<file path="src/rtl/assert_macros.svh">
// Assertion macros shared by the free-space map modules.
`ifndef ASSERT_MACROS_SVH
`define ASSERT_MACROS_SVH
// Implication checked on every clock edge outside reset.
`define ASSERT_IMPL(label, clk, rst_n, ante, cons, msg) \
  label: assert property (@(posedge clk) disable iff (!rst_n) (ante) |-> (cons)) \
    else $error(msg);
// Next-cycle implication checked outside reset.
`define ASSERT_NEXT(label, clk, rst_n, ante, cons, msg) \
  label: assert property (@(posedge clk) disable iff (!rst_n) (ante) |=> (cons)) \
    else $error(msg);
`endif

</file>
<file path="src/rtl/pfsm_pkg.sv">
// Package for the page free-space map: sizes, operation codes and shared types.
package pfsm_pkg;

  localparam int PageCount   = 256;
  localparam int BucketSize  = 512;
  localparam int BucketCount = 16;
  localparam int PageW       = 8;
  localparam int BucketW     = 4;
  localparam int LenW        = 9;
  localparam int ShiftW      = $clog2(BucketSize);
  localparam int QueueDepth  = 2;

  localparam logic [2:0] KIND_RECORD = 3'd0;
  localparam logic [2:0] KIND_REMOVE = 3'd1;
  localparam logic [2:0] KIND_FIND   = 3'd2;
  localparam logic [2:0] KIND_QUERY  = 3'd3;
  localparam logic [2:0] KIND_CLEAR  = 3'd4;

  // Operation after classification by the front part.
  typedef enum logic [2:0] {
    OP_RECORD,
    OP_REMOVE,
    OP_FIND,
    OP_QUERY,
    OP_CLEAR,
    OP_BAD
  } op_t;

  // A classified command as it travels through the queue.
  typedef struct packed {
    op_t                op;
    logic [PageW-1:0]   page;
    logic [15:0]        spare_bytes;
    logic [15:0]        fragments;
    logic [BucketW-1:0] bucket;
  } cmd_t;

  typedef struct packed {
    logic        status;
    logic [7:0]  found_page;
    logic [15:0] page_free;
    logic [15:0] page_fragments;
  } result_t;

  // Bucket of a byte count: a shift, clamped to the top bucket.
  function automatic logic [BucketW-1:0] bucket_of(input logic [15:0] bytes);
    logic [15:0] q;
    q = bytes >> ShiftW;
    if (q > 16'(BucketCount - 1)) begin
      return BucketW'(BucketCount - 1);
    end
    return q[BucketW-1:0];
  endfunction

endpackage

</file>
<file path="src/rtl/pfsm_stream_if.sv">
// Valid/ready channel interfaces for the input and result transactions.
interface pfsm_in_if;
  logic        valid;
  logic        ready;
  logic [2:0]  kind;
  logic [7:0]  page_id;
  logic [15:0] spare_bytes;
  logic [15:0] frag_cnt;
  logic [15:0] need_bytes;
  modport source (output valid, kind, page_id, spare_bytes, frag_cnt,
                  need_bytes, input ready);
  modport sink (input valid, kind, page_id, spare_bytes, frag_cnt,
                need_bytes, output ready);
endinterface


</file>
<file path="src/rtl/pfsm_front.sv">
// Front part: accepts input transactions, classifies them and queues commands.
module pfsm_front (
  input  logic             clk,
  input  logic             rst_n,
  pfsm_in_if.sink          in_ch,
  output pfsm_pkg::cmd_t   cmd,
  output logic             cmd_valid,
  input  logic             cmd_ready
);

  pfsm_pkg::cmd_t q_r [pfsm_pkg::QueueDepth];
  logic           wp_r, wp_nxt, rp_r, rp_nxt;
  logic [1:0]     cnt_r, cnt_nxt;
  pfsm_pkg::cmd_t cls;
  logic           push, pop;

  // Classify the incoming transaction.
  always_comb begin
    cls.page        = in_ch.page_id;
    cls.spare_bytes = in_ch.spare_bytes;
    cls.fragments   = in_ch.frag_cnt;
    cls.bucket      = pfsm_pkg::bucket_of(in_ch.spare_bytes);
    case (in_ch.kind)
      pfsm_pkg::KIND_RECORD: cls.op = pfsm_pkg::OP_RECORD;
      pfsm_pkg::KIND_REMOVE: cls.op = pfsm_pkg::OP_REMOVE;
      pfsm_pkg::KIND_FIND: begin
        cls.op     = pfsm_pkg::OP_FIND;
        cls.bucket = pfsm_pkg::bucket_of(in_ch.need_bytes);
      end
      pfsm_pkg::KIND_QUERY:  cls.op = pfsm_pkg::OP_QUERY;
      pfsm_pkg::KIND_CLEAR:  cls.op = pfsm_pkg::OP_CLEAR;
      default:               cls.op = pfsm_pkg::OP_BAD;
    endcase
  end

  assign in_ch.ready = (cnt_r != 2'(pfsm_pkg::QueueDepth));
  assign push        = in_ch.valid && in_ch.ready;
  assign cmd_valid   = (cnt_r != 2'd0);
  assign pop         = cmd_valid && cmd_ready;
  assign cmd         = q_r[rp_r];

  // Queue pointers and occupancy.
  always_comb begin
    wp_nxt  = push ? ~wp_r : wp_r;
    rp_nxt  = pop ? ~rp_r : rp_r;
    cnt_nxt = cnt_r + 2'(push) - 2'(pop);
  end

  always_ff @(posedge clk) begin
    if (!rst_n) begin
      wp_r  <= 1'b0;
      rp_r  <= 1'b0;
      cnt_r <= 2'd0;
    end else begin
      wp_r  <= wp_nxt;
      rp_r  <= rp_nxt;
      cnt_r <= cnt_nxt;
    end
  end

  // Queue storage.
  always_ff @(posedge clk) begin
    if (push) begin
      q_r[wp_r] <= cls;
    end
  end

`include "assert_macros.svh"
  `ASSERT_IMPL(a_no_overflow, clk, rst_n, 1'b1, cnt_r <= 2'(pfsm_pkg::QueueDepth),
               "command queue overflow")
  `ASSERT_NEXT(a_pop_empty, clk, rst_n, cnt_r == 2'd0 && !push, !pop || cnt_r != 2'd0,
               "pop from empty queue")
  `ASSERT_IMPL(a_full_stall, clk, rst_n, cnt_r == 2'(pfsm_pkg::QueueDepth), !push,
               "push into full queue")

endmodule

</file>
<file path="src/flat_wrapper.sv">
// flat-port wrapper written by rule: the top's interface ports become plain ports
module pfsm_front_flat 
  (clk, rst_n, cmd, cmd_valid, cmd_ready, in_ch_valid, in_ch_kind, in_ch_page_id, in_ch_spare_bytes, in_ch_frag_cnt, in_ch_need_bytes, in_ch_ready);
  pfsm_in_if in_ch_i ();
  input  logic clk;
  input  logic rst_n;
  output pfsm_pkg::cmd_t cmd;
  output logic cmd_valid;
  input  logic cmd_ready;
  input wire logic [$bits(in_ch_i.valid)-1:0] in_ch_valid;
  input wire logic [$bits(in_ch_i.kind)-1:0] in_ch_kind;
  input wire logic [$bits(in_ch_i.page_id)-1:0] in_ch_page_id;
  input wire logic [$bits(in_ch_i.spare_bytes)-1:0] in_ch_spare_bytes;
  input wire logic [$bits(in_ch_i.frag_cnt)-1:0] in_ch_frag_cnt;
  input wire logic [$bits(in_ch_i.need_bytes)-1:0] in_ch_need_bytes;
  output wire logic [$bits(in_ch_i.ready)-1:0] in_ch_ready;
  assign in_ch_i.valid = in_ch_valid;
  assign in_ch_i.kind = in_ch_kind;
  assign in_ch_i.page_id = in_ch_page_id;
  assign in_ch_i.spare_bytes = in_ch_spare_bytes;
  assign in_ch_i.frag_cnt = in_ch_frag_cnt;
  assign in_ch_i.need_bytes = in_ch_need_bytes;
  assign in_ch_ready = in_ch_i.ready;
  pfsm_front u_core (.clk(clk), .rst_n(rst_n), .in_ch(in_ch_i), .cmd(cmd), .cmd_valid(cmd_valid), .cmd_ready(cmd_ready));
endmodule
</file>
<file path="config.mk">
export PLATFORM = sky130hd
export DESIGN_NAME = pfsm_front_flat
export DESIGN_NICKNAME = d
export VERILOG_FILES = /design/src/rtl/pfsm_pkg.sv /design/src/rtl/pfsm_stream_if.sv /design/src/rtl/pfsm_front.sv /design/src/flat_wrapper.sv
export VERILOG_INCLUDE_DIRS = /design/src /design/src/rtl
export SDC_FILE = /design/constraint.sdc
export NUM_CORES = 1
export LEC_CHECK = 0
export ABC_AREA = 1
export BUFFER_PORTS_ARGS = -buffer_cell sky130_fd_sc_hd__buf_2
export CAP_MARGIN = 20
export CORE_ASPECT_RATIO = 1.2
export CORE_MARGIN = 10
export CORE_UTILIZATION = 45
export CTS_CLUSTER_DIAMETER = 200
export DETAILED_ROUTE_END_ITERATION = 10
export MAX_ROUTING_LAYER = met4
export PLACE_DENSITY = 0.71
export SKIP_LAST_GASP = 1
export SYNTH_ARGS = -nofsm -noshare
export SYNTH_HDL_FRONTEND = slang
export SYNTH_SLANG_ARGS = --single-unit
</file>
<file path="constraint.sdc">
create_clock -name clk -period 3.15 [get_ports clk]
set_input_delay 0 -clock clk [delete_from_list [all_inputs] [get_ports clk]]
set_output_delay 0 -clock clk [all_outputs]
set_load 0.02 [all_outputs]
</file>
Yosys cells after proc, flatten, opt, wreduce, memory -nomap -nowiden
Memory sizes are Yosys's and may differ from the RTL's. A register that Yosys moved wholly into a read port is not among the register bits.
Index checks and enable logic that the tools add are counted.

word-level totals
  memories = 1
  register bits = 4
  input bits = 63
  memory bits (writable) = 94
  word-level logic and storage cells = 32

cells by class
  bitwise gates (word level) = 2
  reductions and logical operators = 4
  eq/ne operators = 5
  $lt $le $gt $ge = 2
  mux-type cells = 13
  add/subtract/negate cells = 2

memory list
  memory      words  bits a word  rd ports  clocked after memory_dff  write ports  line              source
  u_core.q_r  2      47           1         1                         1            pfsm_front.sv:11  pfsm_pkg::cmd_t q_r [pfsm_pkg::QueueDepth];

operators by type and width
  operator              number
  $mux W4               5
  $pmux W3 S5           1
  $gt A7 B4 Y1 const B  2
  $mux W1               7
  $eq A3 B2 Y1 const B  2
  $eq A3 B1 Y1 const B  1
  $eq A3 B3 Y1 const B  1
  $logic_not A3 Y1      1
  $add A2 B1 Y2         1
  $logic_and A1 B1 Y1   2
  $ne A2 B2 Y1 const B  1
  $not A1 Y1            2
  $reduce_bool A2 Y1    1
  $sub A2 B1 Y2         1

Logic depth before layout (Yosys ltp)
  word-level depth = 5
  gate-level depth with buffers = 10
  gate-level depth less buffers = 10

Worst setup path after synthesis
Ideal clock, no wire load.

  path type = reg2reg
  from = reg u_core.cnt_r[0]
  to = mem u_core.q_r[0][0] in the netlist's numbering, enable pin
  clock period less this slack = 3.112 ns
  cell stages (with the launch flop) = 5
  data arrival time = 2.660 ns
  setup time = 0.452 ns
  path buffers = 0
  setup slack = 0.038 ns
  required time = 2.698 ns
  path through = dfxtp_1 > inv_1 > nand2_1 > nand2_1 > nor2_1

on the way
  longest elaborated chain between the ends = 4

RTL lines
  element                        line                source
  from (decl)                    pfsm_front.sv:13    logic [1:0] cnt_r, cnt_nxt;
  from (signal assigned)         pfsm_front.sv:57    cnt_r <= cnt_nxt;
  $ne A2 B2 Y1                   pfsm_front.sv:36    assign in_ch.ready = (cnt_r != 2'(pfsm_pkg::QueueDepth));
  net in_ch_ready                flat_wrapper.sv:16  output wire logic [$bits(in_ch_i.ready)-1:0] in_ch_ready;
  $logic_and A1 B1 Y1            pfsm_front.sv:37    assign push = in_ch.valid && in_ch.ready;
  $mux W1                        pfsm_front.sv:63    if (push) begin
  $mux W1 (implied by the code)  pfsm_front.sv:64    q_r[wp_r] <= cls;
  to (decl)                      pfsm_front.sv:11

The timed path passes the listed nets, and every way through them passes these cells.

==> metrics.txt <==
post-CTS resize count=0; leading cell types by total area after synthesis=sky130_fd_sc_hd__edfxtp_1 72%, sky130_fd_sc_hd__mux2_4 11%, sky130_fd_sc_hd__mux2_2 4.9%; Initial Util=46.0%; First-pass DRT Iterations=4; largest clock skew in the final design=8.45 ps; setup repair after global routing missed its margin=no; arrival time reported for the critical path endpoint=2030 ps; most used standard cell by instance count after synthesis=sky130_fd_sc_hd__edfxtp_1; prevailing post-synth register cell=sky130_fd_sc_hd__edfxtp_1; via count=2301; clock insertion delay at the later pin of the skew report=360 ps; Worst IR Drop VDD=0.000545 V; Final WS setup=1120 ps; synthesized instance count=217; cts bufs inserted=9; total routed wirelength=7970 µm; Area growth syn-to-layout=34.0%; Fin Setup TNS=0 ps; initial antenna violation count=0; kind of launch point of the worst setup path=register; Post-synth EDFFs=94; depth of the CTS H-tree=3; number of input and output port buffers inserted=102; layout cells sized above 1=45.0%; Yosys reg bits=99; via count of the first global-routing pass=2622; maximum frequency from static timing analysis=493 MHz; Final Hold Vio Count=0; number of unique standard cell types used by synthesis=15; final cycle utilization of the critical path=64.4%; setup-violating endpoint count in the final report=0; core region area=0.00852 mm²; final-report max-slew violation count=0; top fanout value on the critical path=25; actual transition at the worst max-transition pin=781 ps; largest net degree at the start of global routing=27; proportion of synthesized flip-flops having asynchronous set or reset=0%; share of the yosys chip area belonging to registers=74.6%; synthesized netlist net count=282; area share of the largest cell type after synthesis=72.0%; top cells by count, synth=94 x sky130_fd_sc_hd__edfxtp_1, 30 x sky130_fd_sc_hd__mux2_4, 22 x sky130_fd_sc_hd__nand2_1; Synth Area per Inst=18.1 µm²; worst slack on hold paths=17.0 ps; Root Buffer=sky130_fd_sc_hd__clkbuf_8; FP Rows=37; TritonCTS clock tree=done; Routed wire per std cell=16.1 µm; Avg Vias per Cell=4.65; routing usage on met2=23.7%; wire length of the first global-routing pass=12700 µm; # Max-Cap Violations=0; result of the run=complete, no violations; Crit. End Element=output port; Boundary Pins=112; Vert. Die Dim=122 µm; gr busiest metal=met2; clock-pin transition on the worst setup and hold timing paths=90 ps; static leakage power=0.00211 µW; number of hold buffers added after CTS=46; met1 Track Usage GR=12.7%; synthesized area=0.00392 mm²; headroom to the max-slew limit=47.9%; overall global routing resource usage=13.0%; nets@finish=439; drt initial violations=72; area leader, netlist=sky130_fd_sc_hd__edfxtp_1; Antenna Nets Post-Route=0; min cycle time layout=2030 ps; class of the most critical hold timing path=in -> reg; post-CTS setup buffer count=0; Die ar.=0.0129 mm²; critical path data required time=3150 ps; number of remaining DRC errors=0; Warnings, synthesis=0; met3 usage=2.73%; CTS max path bufs=2; remaining global-route overflow=0; TritonCTS Sinks=99; floorplan die width=105 µm; Worst Setup Path Type=reg -> out; Final GP Congestion=0.714; ratio of total power to cell area=719 mW/mm²; placement-stage worst setup slack=1290 ps; antenna cell count=0; HPWL after detailed placement=5450 µm
per-layer routing:
layer	vias up	wire [µm]
li1	1111	-
met4	0	212
met5	-	0
met3	16	260
met1	1114	3010
met2	60	4480
where the power goes:
| part | internal [µW] | switching (µW) |
|---|---|---|
| registers | 1680 | 99.2 |
| logic | 520 | 638 |
| clock network | 437 | 403 |
cells by family after synthesis:
family                   after synthesis  share of synthesized area (%)
AO/OA/AOI/OAI                          3                          0.383
adder cells (fa/ha/maj)                2                          0.638
buffers and inverters                 21                           2.81
flip-flops                            99                           74.6
multiplexers                          47                           16.4
AND/OR/NAND/NOR                       45                           5.23
critical path, stage by stage (launching register included):
cell and delay [ps]:
sky130_fd_sc_hd__dfxtp_2 840, sky130_fd_sc_hd__buf_12 290, sky130_fd_sc_hd__mux2_2 360, sky130_fd_sc_hd__buf_2 160
cell usage in the layout, fill, tap and decap left out:
cell                            instances
sky130_fd_sc_hd__buf_2                102
sky130_fd_sc_hd__edfxtp_1              94
sky130_fd_sc_hd__dlygate4sd3_1         46
sky130_fd_sc_hd__mux2_4                30
sky130_fd_sc_hd__nand2_1               22
sky130_fd_sc_hd__mux2_2                17
sky130_fd_sc_hd__inv_1                 14
sky130_fd_sc_hd__nor2_1                 9
sky130_fd_sc_hd__clkbuf_8               9
sky130_fd_sc_hd__nand3b_1               8
sky130_fd_sc_hd__nand3_1                5
sky130_fd_sc_hd__dfxtp_1                4
sky130_fd_sc_hd__a21oi_1                2
sky130_fd_sc_hd__ha_1                   2
sky130_fd_sc_hd__clkinv_2               2
sky130_fd_sc_hd__bufinv_16              2
sky130_fd_sc_hd__buf_12                 2
sky130_fd_sc_hd__buf_4                  2
sky130_fd_sc_hd__o21ai_0                1
sky130_fd_sc_hd__inv_2                  1
sky130_fd_sc_hd__nor2_4                 1
sky130_fd_sc_hd__dfxtp_2                1
sky130_fd_sc_hd__clkinvlp_4             1
sky130_fd_sc_hd__clkinv_1               1
final timing paths:
check,from,end,slack [ps],depth (start not counted)
max,register,cmd[46],1120,3
min,in_ch_need_bytes[10],u_core.q_r[0][1],20,4
max reg2reg,u_core.cnt_r[0],u_core.q_r[0][35],1320,5
min reg2reg,u_core.rp_r,u_core.rp_r,530,2
flip-flops by register name (all words and copies together) (netlist names), named ones only:
signal	count
u_core.q_r	94
u_core.wp_r	1
u_core.rp_r	1
u_core.cnt_r	2
cell type report:
class | instances | area, µm²
fill | 684 | 3270
sequential | 99 | 2920
timing repair buffer | 152 | 1030
multi-input combinational | 97 | 895
tap | 117 | 146
clock buffer | 9 | 124
clock inverter | 6 | 81.3
inverter | 15 | 56.3
stage by stage:
stage                     util, %  total power [µW]  cells  instance area (µm²)
after CTS                    61.7              3830    495                 5250
after floorplan                 -              2590    217                 3920
after global routing         61.7              3970    495                 5250
final                        61.7              3780    495                 5250
after detailed placement     53.8              2940    434                 4590
after global placement       53.8              2910    434                 4590
No activity file was read; power rests on OpenSTA's default activity.
